File: config.mk
export PLATFORM = sky130hd
export DESIGN_NAME = path_string_hash_unit
export DESIGN_NICKNAME = d
export VERILOG_FILES = /design/src/phsh_pkg.sv /design/src/path_string_hash_unit.sv /design/src/phsh_front.sv /design/src/phsh_queue.sv /design/src/phsh_back.sv
export SDC_FILE = /design/constraint.sdc
export NUM_CORES = 2
export LEC_CHECK = 0
export BUFFER_PORTS_ARGS = -buffer_cell sky130_fd_sc_hd__buf_4
export CORE_ASPECT_RATIO = 0.6
export CORE_MARGIN = 3
export CORE_UTILIZATION = 50
export DETAILED_ROUTE_END_ITERATION = 6
export MAX_ROUTING_LAYER = met4
export PLACE_DENSITY = 0.71
export SETUP_SLACK_MARGIN = 0.02
export SLEW_MARGIN = 20
export SYNTH_ARGS = -nofsm -noshare
export SYNTH_HDL_FRONTEND = slang
export SYNTH_HIERARCHICAL = 1
export SYNTH_SLANG_ARGS = --single-unit
File: constraint.sdc
create_clock -name clock -period 9.85 [get_ports clock]
set_clock_uncertainty 0.2 [all_clocks]
set_input_delay 0.4925 -clock clock [delete_from_list [all_inputs] [get_ports clock]]
set_output_delay 0.4925 -clock clock [all_outputs]
set_load 0.03 [all_outputs]
File: src/phsh_pkg.sv
// ----------------------------------------------------------------------------
// Path string hash: shared package
// Entry format between front and back units, hash constants, CSR codes.
// ----------------------------------------------------------------------------
package phsh_pkg;

   localparam logic [31:0] GOLDEN      = 32'h9E3779B9;
   localparam int          BLOCK_BYTES = 12;
   localparam int          SLOT_W      = 4;
   localparam logic [SLOT_W-1:0] LAST_SLOT = SLOT_W'(BLOCK_BYTES - 1);
   localparam int          QUEUE_DEPTH = 4;

   typedef enum logic {
      CSR_SEED      = 1'b0,
      CSR_NORMALIZE = 1'b1
   } csr_index_type;

   // One queued item: a byte (folded when normalizing) and/or an end-of-string marker
   typedef struct packed {
      logic [7:0]        data;
      logic [SLOT_W-1:0] slot;   // block position of data, or tail fill when no byte
      logic              take;   // data belongs to the string
      logic              last;
      logic              first;  // first item of a string: reload hash words
      logic [31:0]       total;  // byte count including this item
   } entry_type;

endpackage

File: src/path_string_hash_unit.sv
// ----------------------------------------------------------------------------
// Path string hash unit
// Streaming lookup2-style 32-bit string hash with optional path normalization.
// ----------------------------------------------------------------------------
// Bytes are accepted one per cycle while the queue has room. A 4-entry queue
// separates the front unit (folding, truncation, length count) from the back
// unit, which runs the mix one step per cycle; the mix of each completed
// 12-byte block overlaps the arrival of the next block, so long strings stream
// at one byte per cycle. The string end costs a final mix (preceded by the
// block mix and a length add when the final item carries the byte that
// completes a block); items of the next string wait in the queue meanwhile,
// so short strings are bound by the final mix rather than by the input rate.
// The result register lets a new string proceed while a hash waits to be taken.
// ----------------------------------------------------------------------------
module path_string_hash_unit #(
   parameter int MAX_NORM_LEN = 1023
) (
   input  logic                     clock,
   input  logic                     reset,
   input  logic                     csr_we,
   input  phsh_pkg::csr_index_type  csr_index,
   input  logic [31:0]              csr_wdata,
   input  logic                     req_valid,
   output logic                     req_ready,
   input  logic [7:0]               req_data_byte,
   input  logic                     req_byte_present,
   input  logic                     req_last,
   output logic                     rsp_valid,
   input  logic                     rsp_ready,
   output logic [31:0]              rsp_hash_value
);
   import phsh_pkg::*;

   logic [31:0] seed_ff;
   logic        normalize_ff;

   logic        push, pop, queue_full, head_valid;
   entry_type   push_entry, head_entry;

   always_ff @(posedge clock) begin
      if (reset) begin
         seed_ff      <= '0;
         normalize_ff <= 1'b1;
      end else if (csr_we) begin
         unique case (csr_index)
            CSR_SEED:      seed_ff      <= csr_wdata;
            CSR_NORMALIZE: normalize_ff <= csr_wdata[0];
            default:       ;
         endcase
      end
   end

   phsh_front #(
      .MAX_NORM_LEN(MAX_NORM_LEN)
   ) u_front (
      .clock            (clock),
      .reset            (reset),
      .normalize        (normalize_ff),
      .req_valid        (req_valid),
      .req_ready        (req_ready),
      .req_data_byte    (req_data_byte),
      .req_byte_present (req_byte_present),
      .req_last         (req_last),
      .queue_full       (queue_full),
      .push             (push),
      .push_entry       (push_entry)
   );

   phsh_queue u_queue (
      .clock      (clock),
      .reset      (reset),
      .push       (push),
      .push_entry (push_entry),
      .pop        (pop),
      .full       (queue_full),
      .head_valid (head_valid),
      .head_entry (head_entry)
   );

   phsh_back u_back (
      .clock          (clock),
      .reset          (reset),
      .seed           (seed_ff),
      .head_valid     (head_valid),
      .head_entry     (head_entry),
      .pop            (pop),
      .rsp_valid      (rsp_valid),
      .rsp_ready      (rsp_ready),
      .rsp_hash_value (rsp_hash_value)
   );

endmodule

File: src/phsh_front.sv
// ----------------------------------------------------------------------------
// Path string hash: front unit
// Accepts request items, folds bytes and applies truncation when normalizing,
// tracks block position and length, and queues work for the back unit.
// ----------------------------------------------------------------------------
module phsh_front #(
   parameter int MAX_NORM_LEN = 1023
) (
   input  logic                 clock,
   input  logic                 reset,
   input  logic                 normalize,
   input  logic                 req_valid,
   output logic                 req_ready,
   input  logic [7:0]           req_data_byte,
   input  logic                 req_byte_present,
   input  logic                 req_last,
   input  logic                 queue_full,
   output logic                 push,
   output phsh_pkg::entry_type  push_entry
);
   import phsh_pkg::*;

   localparam logic [7:0] CHAR_LOWER_A = 8'h61;
   localparam logic [7:0] CHAR_LOWER_Z = 8'h7A;
   localparam logic [7:0] CHAR_CASE    = 8'h20;
   localparam logic [7:0] CHAR_SLASH   = 8'h2F;
   localparam logic [7:0] CHAR_BSLASH  = 8'h5C;

   logic              active_ff, active_in;
   logic [SLOT_W-1:0] fill_ff, fill_in;
   logic [31:0]       total_ff, total_in;

   logic              accept;
   logic              start;
   logic [SLOT_W-1:0] fill_cur;
   logic [31:0]       total_cur;
   logic              take;
   logic [7:0]        data_folded;

   function automatic logic [7:0] fold(input logic [7:0] v);
      logic [7:0] r;
      r = v;
      if (v >= CHAR_LOWER_A && v <= CHAR_LOWER_Z) begin
         r = v - CHAR_CASE;
      end else if (v == CHAR_SLASH) begin
         r = CHAR_BSLASH;
      end
      return r;
   endfunction

   assign req_ready = !queue_full;
   assign accept    = req_valid && req_ready;
   assign start     = !active_ff;
   assign fill_cur  = start ? '0 : fill_ff;
   assign total_cur = start ? '0 : total_ff;
   assign take      = req_byte_present && !(normalize && total_cur >= 32'(MAX_NORM_LEN));
   assign data_folded = normalize ? fold(req_data_byte) : req_data_byte;

   always_comb begin
      active_in = active_ff;
      fill_in   = fill_ff;
      total_in  = total_ff;
      push      = 1'b0;
      push_entry.data  = data_folded;
      push_entry.slot  = fill_cur;
      push_entry.take  = take;
      push_entry.last  = req_last;
      push_entry.first = start;
      push_entry.total = total_cur + 32'(take);
      if (accept && (req_byte_present || req_last)) begin
         push = take || req_last;
         if (req_last) begin
            active_in = 1'b0;
            fill_in   = '0;
            total_in  = '0;
         end else begin
            active_in = 1'b1;
            total_in  = push_entry.total;
            if (take) begin
               fill_in = (fill_cur == LAST_SLOT) ? '0 : fill_cur + 1'b1;
            end else begin
               fill_in = fill_cur;
            end
         end
      end
   end

   always_ff @(posedge clock) begin
      if (reset) begin
         active_ff <= 1'b0;
         fill_ff   <= '0;
         total_ff  <= '0;
      end else begin
         active_ff <= active_in;
         fill_ff   <= fill_in;
         total_ff  <= total_in;
      end
   end

   a_fill_range: assert property (@(posedge clock) disable iff (reset)
      fill_ff <= LAST_SLOT)
      else $error("block fill out of range");

endmodule

File: src/phsh_queue.sv
// ----------------------------------------------------------------------------
// Path string hash: work queue
// Short FIFO of entries between the front and back units.
// ----------------------------------------------------------------------------
module phsh_queue (
   input  logic                 clock,
   input  logic                 reset,
   input  logic                 push,
   input  phsh_pkg::entry_type  push_entry,
   input  logic                 pop,
   output logic                 full,
   output logic                 head_valid,
   output phsh_pkg::entry_type  head_entry
);
   import phsh_pkg::*;

   localparam int PTR_W = $clog2(QUEUE_DEPTH);
   localparam int CNT_W = $clog2(QUEUE_DEPTH + 1);

   entry_type        store_ff [QUEUE_DEPTH];
   logic [PTR_W-1:0] wr_ptr_ff, wr_ptr_in;
   logic [PTR_W-1:0] rd_ptr_ff, rd_ptr_in;
   logic [CNT_W-1:0] count_ff, count_in;

   assign full       = (count_ff == CNT_W'(QUEUE_DEPTH));
   assign head_valid = (count_ff != '0);
   assign head_entry = store_ff[rd_ptr_ff];

   always_comb begin
      wr_ptr_in = push ? wr_ptr_ff + 1'b1 : wr_ptr_ff;
      rd_ptr_in = pop  ? rd_ptr_ff + 1'b1 : rd_ptr_ff;
      count_in  = count_ff + CNT_W'(push) - CNT_W'(pop);
   end

   always_ff @(posedge clock) begin
      if (reset) begin
         wr_ptr_ff <= '0;
         rd_ptr_ff <= '0;
         count_ff  <= '0;
      end else begin
         wr_ptr_ff <= wr_ptr_in;
         rd_ptr_ff <= rd_ptr_in;
         count_ff  <= count_in;
      end
      if (push) begin
         store_ff[wr_ptr_ff] <= push_entry;
      end
   end

   a_no_overflow: assert property (@(posedge clock) disable iff (reset)
      push |-> !full)
      else $error("push into full queue");

endmodule

File: src/phsh_back.sv
// ----------------------------------------------------------------------------
// Path string hash: back unit
// Assembles 12-byte blocks, adds them into the hash words, runs the mix one
// step per cycle, finalizes strings and holds the result register.
// ----------------------------------------------------------------------------
module phsh_back (
   input  logic                 clock,
   input  logic                 reset,
   input  logic [31:0]          seed,
   input  logic                 head_valid,
   input  phsh_pkg::entry_type  head_entry,
   output logic                 pop,
   output logic                 rsp_valid,
   input  logic                 rsp_ready,
   output logic [31:0]          rsp_hash_value
);
   import phsh_pkg::*;

   localparam logic [3:0] STEP_LAST      = 4'd8;
   localparam logic [3:0] STEP_ADD_TOTAL = 4'd9;

   logic [31:0] a_ff, a_in, b_ff, b_in, c_ff, c_in;
   logic [7:0]  blk_ff [BLOCK_BYTES];
   logic [7:0]  blk_in [BLOCK_BYTES];
   logic [31:0] tot_ff, tot_in;
   logic [3:0]  step_ff, step_in;
   logic        run_ff, run_in;
   logic        final_ff, final_in;
   logic        pend_ff, pend_in;
   logic        rsp_valid_ff, rsp_valid_in;
   logic [31:0] hash_ff, hash_in;

   logic [31:0] mix_a, mix_b, mix_c;
   logic        out_free;
   logic        plain;
   logic        block_done;
   logic [SLOT_W-1:0] tail_n;
   logic [7:0]  cur [BLOCK_BYTES];
   logic [7:0]  tm  [BLOCK_BYTES];
   logic [31:0] a0, b0, c0;
   logic [31:0] w0, w1, w2, t0, t1, t2;

   assign out_free   = !rsp_valid_ff || rsp_ready;
   assign block_done = head_entry.take && (head_entry.slot == LAST_SLOT);
   assign plain      = !head_entry.first && !head_entry.last && !block_done;
   assign pop        = head_valid && (!run_ff || plain);
   assign tail_n     = head_entry.take ? head_entry.slot + 1'b1 : head_entry.slot;

   assign a0 = head_entry.first ? GOLDEN : a_ff;
   assign b0 = head_entry.first ? GOLDEN : b_ff;
   assign c0 = head_entry.first ? seed   : c_ff;

   always_comb begin
      for (int i = 0; i < BLOCK_BYTES; i++) begin
         cur[i] = (head_entry.take && head_entry.slot == SLOT_W'(i)) ?
                  head_entry.data : blk_ff[i];
         tm[i]  = (SLOT_W'(i) < tail_n) ? cur[i] : 8'h00;
      end
   end

   assign w0 = {cur[3], cur[2], cur[1], cur[0]};
   assign w1 = {cur[7], cur[6], cur[5], cur[4]};
   assign w2 = {cur[11], cur[10], cur[9], cur[8]};
   assign t0 = {tm[3], tm[2], tm[1], tm[0]};
   assign t1 = {tm[7], tm[6], tm[5], tm[4]};
   assign t2 = {tm[10], tm[9], tm[8], 8'h00};

   // One mix step per cycle; the last step of a final mix waits for the result register to be free
   always_comb begin
      mix_a = a_ff;
      mix_b = b_ff;
      mix_c = c_ff;
      unique case (step_ff)
         4'd0:    mix_a = (a_ff - b_ff - c_ff) ^ (c_ff >> 13);
         4'd1:    mix_b = (b_ff - c_ff - a_ff) ^ (a_ff << 8);
         4'd2:    mix_c = (c_ff - a_ff - b_ff) ^ (b_ff >> 13);
         4'd3:    mix_a = (a_ff - b_ff - c_ff) ^ (c_ff >> 12);
         4'd4:    mix_b = (b_ff - c_ff - a_ff) ^ (a_ff << 16);
         4'd5:    mix_c = (c_ff - a_ff - b_ff) ^ (b_ff >> 5);
         4'd6:    mix_a = (a_ff - b_ff - c_ff) ^ (c_ff >> 3);
         4'd7:    mix_b = (b_ff - c_ff - a_ff) ^ (a_ff << 10);
         4'd8:    mix_c = (c_ff - a_ff - b_ff) ^ (b_ff >> 15);
         default: ;
      endcase
   end

   always_comb begin
      a_in         = a_ff;
      b_in         = b_ff;
      c_in         = c_ff;
      blk_in       = blk_ff;
      tot_in       = tot_ff;
      step_in      = step_ff;
      run_in       = run_ff;
      final_in     = final_ff;
      pend_in      = pend_ff;
      rsp_valid_in = rsp_valid_ff && !rsp_ready;
      hash_in      = hash_ff;

      if (run_ff) begin
         if (step_ff == STEP_ADD_TOTAL) begin
            c_in     = c_ff + tot_ff;
            step_in  = '0;
            final_in = 1'b1;
         end else if (step_ff == STEP_LAST) begin
            if (final_ff) begin
               if (out_free) begin
                  c_in         = mix_c;
                  hash_in      = mix_c;
                  rsp_valid_in = 1'b1;
                  run_in       = 1'b0;
                  final_in     = 1'b0;
               end
            end else begin
               c_in = mix_c;
               if (pend_ff) begin
                  step_in = STEP_ADD_TOTAL;
                  pend_in = 1'b0;
               end else begin
                  run_in = 1'b0;
               end
            end
         end else begin
            a_in    = mix_a;
            b_in    = mix_b;
            c_in    = mix_c;
            step_in = step_ff + 1'b1;
         end
      end

      if (pop) begin
         blk_in = cur;
         if (block_done) begin
            a_in    = a0 + w0;
            b_in    = b0 + w1;
            c_in    = c0 + w2;
            step_in = '0;
            run_in  = 1'b1;
            final_in = 1'b0;
            pend_in = head_entry.last;
            tot_in  = head_entry.total;
         end else if (head_entry.last) begin
            a_in     = a0 + t0;
            b_in     = b0 + t1;
            c_in     = c0 + head_entry.total + t2;
            step_in  = '0;
            run_in   = 1'b1;
            final_in = 1'b1;
            pend_in  = 1'b0;
         end else if (head_entry.first) begin
            a_in = a0;
            b_in = b0;
            c_in = c0;
         end
      end
   end

   always_ff @(posedge clock) begin
      if (reset) begin
         step_ff      <= '0;
         run_ff       <= 1'b0;
         final_ff     <= 1'b0;
         pend_ff      <= 1'b0;
         rsp_valid_ff <= 1'b0;
      end else begin
         step_ff      <= step_in;
         run_ff       <= run_in;
         final_ff     <= final_in;
         pend_ff      <= pend_in;
         rsp_valid_ff <= rsp_valid_in;
      end
      a_ff    <= a_in;
      b_ff    <= b_in;
      c_ff    <= c_in;
      blk_ff  <= blk_in;
      tot_ff  <= tot_in;
      hash_ff <= hash_in;
   end

   assign rsp_valid      = rsp_valid_ff;
   assign rsp_hash_value = hash_ff;

   a_step_range: assert property (@(posedge clock) disable iff (reset)
      run_ff |-> step_ff <= STEP_ADD_TOTAL)
      else $error("mix step out of range");

   a_pop_while_mixing: assert property (@(posedge clock) disable iff (reset)
      (pop && run_ff) |-> plain)
      else $error("hash words touched during mix");

   a_final_not_pending: assert property (@(posedge clock) disable iff (reset)
      (run_ff && final_ff) |-> !pend_ff)
      else $error("final mix with pending total");

endmodule
==> reports/summary.log <==
[clock_network] maximum count of clock buffers along a single path 3
[yosys] compound-cell area share of the yosys netlist 0.2262
[yosys] most frequent cell after synthesis sky130_fd_sc_hd__a21oi_1
[yosys] cell taking the most area after synthesis sky130_fd_sc_hd__edfxtp_1
[setup_path] number of cells on the worst reg-to-reg path 21
[setup_path] crit path launch type flop
[detailed_routing] via count normalized by instance count 6.739
[clock_network] CTS sink cnt 531
[yosys] cells taking the most area after synthesis sky130_fd_sc_hd__edfxtp_1 23%, sky130_fd_sc_hd__ha_1 9.3%, sky130_fd_sc_hd__dfxtp_1 8.0%
[setup_path] endpoint required time on the critical path 10130 ps
[status] failing checks design-rule violations
[layout] number of cells in the finished layout apart from fillers 6188
[yosys] most used flip-flop cell after synthesis sky130_fd_sc_hd__edfxtp_1
[grt] wire length of the first global-routing pass 266400 um
[die] die width 397.0 um
[yosys] Synth Area per Inst 9.462 um^2
[layout] flip-flop count of the largest register, all copies and words added 188
[clock_network] Setup Buffers After CTS 0
[layout] share of cells above drive strength 1 0.1160
[setup_path] Worst setup EP type flop
[layout] top flop regs u_queue/store_ff: 188 flops, u_back/blk_ff: 96 flops
[setup_path] Crit Path Category reg -> reg
[clock_network] TritonCTS Buffers 55
[min_path] number of stages on the worst hold path 3
[placed_design] Final GP Congestion 1.086
[yosys] post-synthesis cell count 4846
[clock_network] worst-skew pair later-pin latency 670 ps
[yosys] multiplexer area fraction after synthesis 0.05103
[placed_design] number of instances in the placed design 6041
[detailed_routing] iteration count of the initial detailed-routing pass 7
[layout] count of nets after finishing 5431
[detailed_routing] number of antenna-violating nets in the routed design 0
[die] vertical die dimension 240.6 um
[status] result of the run finished with violations
[yosys] main combinational cell family by area after synthesis compound AO/OA/AOI/OAI gates
[yosys] adder-cell area share of the yosys netlist 0.1472
[timing] total negative setup slack 0 ps
[die] Std-Cell Core Area 0.09029 mm^2
[die] Initial Util 0.5078
[yosys] area share of the largest cell type after synthesis 0.2279
[detailed_routing] Remaining DRCs 2
[setup_path] delay of the slowest cell on the worst path 830 ps
[detailed_routing] count of routing violations after the opening detailed-route iteration 6809
[setup_path] slowest cell on the critical path sky130_fd_sc_hd__nor3_2
[yosys] simple-gate portion of the synthesized area 0.1454
[layout] register name with the most flops u_queue/store_ff
[timing] Max Fclk 141.0 MHz
[timing] headroom to the max-slew limit 0.1336
[yosys] EDFF count, synth 348
[yosys] count of cell types in the netlist 123
[timing] post-route worst hold slack 30.75 ps
[grt] maximum number of pins on one net before global-route repair 81
[placed_design] port buffer count 81
[setup_path] data arrival time of the critical path 7380 ps
[clock_network] register clock-pin slew on the reported worst setup and hold paths 70 ps
[grt] global-route congestion overflow total 0
[yosys] synthesized flop and latch total 531
[timing] crit path time final 7094 ps
[layout] P&R area growth vs syn 9.804%
[timing] number of max-slew violations in the final report 0
[placed_design] sum of net half-perimeters after detailed placement 146400 um
[min_path] HP Class in -> reg
[timing] Hold Fails Final Rpt 0
[yosys] Synth Net Count 5359
[layout] final core utilization 0.5576
[die] number of top-level design ports 82
[grt] number of antenna violations at the first check in global routing 6
[detailed_routing] via count of the routed design 41700
[timing] setup violation total in the final timing report 0
[yosys] register area share after synthesis 0.3078
[die] FP Rows 85
[grt] number of global-route vias before repair 37340
[job] Maximum Capacitance Violations 0
[grt] GRT Total Usage 0.3923
[yosys] most frequent cells after synthesis 349 x sky130_fd_sc_hd__a21oi_1, 348 x sky130_fd_sc_hd__edfxtp_1, 344 x sky130_fd_sc_hd__nand2_1
[layout] fillcell total 8049
[clock_network] Clock Root Buffer sky130_fd_sc_hd__clkbuf_16
[timing] period utilisation layout 0.7202
[setup_path] critical-path cell list mux4_2 > inv_1 > ha_1 > nand2_1 > nor3_2 > mux2i_1 > inv_1 > o21ai_0 > inv_1 > ha_1 > a21o_1 > a21oi_1 > o21ai_0 > a21oi_1 > o311ai_0 > a21oi_1 > nor2b_1 > o21a_1 > o21a_1 > a2111oi_0 > o21ai_0
[die] DIE AREA 0.09550 mm^2
[detailed_routing] routed length per instance 30.14 um
[detailed_routing] final routed wirelength across all metal layers 186500 um
[timing] RSZ-0062 raised after global routing no
[yosys] Post-Synth XOR/XNOR Area 0.08385
[yosys] number of synthesis warnings 6
[yosys] total standard cell area after synthesis 0.04585 mm^2
[setup_path] maximum fanout along the worst path 24
[timing] transition time at the pin with the least slew margin 1295 ps
[yosys] proportion of synthesized flip-flops having asynchronous set or reset 0
[clock_network] clock tree from TritonCTS yes
[clock_network] total number of H-tree levels 2
[routing by layer]
layer,vias up,global-route usage,wire [um]
met5,-,-,0
met4,0,0.09406,5212
met3,305,0.1621,32390
met2,3037,0.4607,65480
met1,20100,0.5975,83430
li1,18260,-,-
[cell families after synthesis]
family	Yosys count
xor+xnor	435
compound gates	1534
simple gates	1291
fa+ha+maj	465
buf+inv	426
flops	531
mux	164
[worst paths after layout]
check | start | endpoint | slack [ps]
setup / recovery | flop | u_back/a_ff[29] | 2760
hold / removal | csr_wdata[3] | seed_ff[3] | 30
setup reg to reg | flop | u_back/a_ff[29] | 2760
hold reg to reg | seed_ff[5] | seed_ff[5] | 290
[worst max-delay path: cells and delay by family (launching register included)]
family	cells	cell delay, ps
buf+inv	3	420
simple gates	3	1060
fa+ha+maj	2	530
flops	1	670
mux	2	1040
compound gates	11	2970
[cell type report]
| class | instances | area, um^2 | share of cell area |
|---|---|---|---|
| Clock buffer | 67 | 1505 | 0.02989 |
| Timing Repair Buffer | 220 | 1747 | 0.03469 |
| Inverter | 221 | 834.6 | 0.01658 |
| Multi-Input combinational cell | 3889 | 30050 | 0.5969 |
| Tap cell | 1218 | 1524 | 0.03027 |
| Antenna cell | 6 | 15.01 | 0.0002982 |
| Clock inverter | 36 | 551.8 | 0.01096 |
| Sequential cell | 531 | 14120 | 0.2804 |
[placed cells by master, fill, tap and decap left out, types with 45 or more instances in the layout]
cell type / instances
sky130_fd_sc_hd__o211ai_1: 58
sky130_fd_sc_hd__a21o_1: 157
sky130_fd_sc_hd__o21ai_0: 272
sky130_fd_sc_hd__nor3_1: 85
sky130_fd_sc_hd__fa_1: 124
sky130_fd_sc_hd__a21oi_1: 346
sky130_fd_sc_hd__clkbuf_16: 58
sky130_fd_sc_hd__o21a_1: 66
sky130_fd_sc_hd__nor2b_1: 71
sky130_fd_sc_hd__ha_1: 341
sky130_fd_sc_hd__or2_2: 51
sky130_fd_sc_hd__mux2_2: 88
sky130_fd_sc_hd__a22oi_1: 50
sky130_fd_sc_hd__nand2b_1: 81
sky130_fd_sc_hd__dfxtp_1: 181
sky130_fd_sc_hd__inv_1: 216
sky130_fd_sc_hd__buf_4: 182
sky130_fd_sc_hd__xor2_1: 112
sky130_fd_sc_hd__nor2_1: 277
sky130_fd_sc_hd__xnor2_1: 319
sky130_fd_sc_hd__a31oi_1: 47
sky130_fd_sc_hd__nand3_1: 95
sky130_fd_sc_hd__o22ai_1: 84
sky130_fd_sc_hd__a211oi_1: 45
sky130_fd_sc_hd__edfxtp_1: 348
sky130_fd_sc_hd__nand2_1: 344
sky130_fd_sc_hd__mux4_2: 46
[through the flow]
step,setup WS [ps],area [um^2]
detailed placement,2706,47890
finish,2756,50350
global route,2324,50340
CTS,2678,50330
floorplan,2687,45850
global placement,2804,47890
[repair_timing]
item / in CTS / in global routing
endpoints found under the hold margin: 61 / 0
resized for setup: 0 / 0
hold buffers: 38 / 0
Power is left out: the tool's default activity adds up to more than one toggle a clock period on the data nets, which glitch-free logic cannot reach.
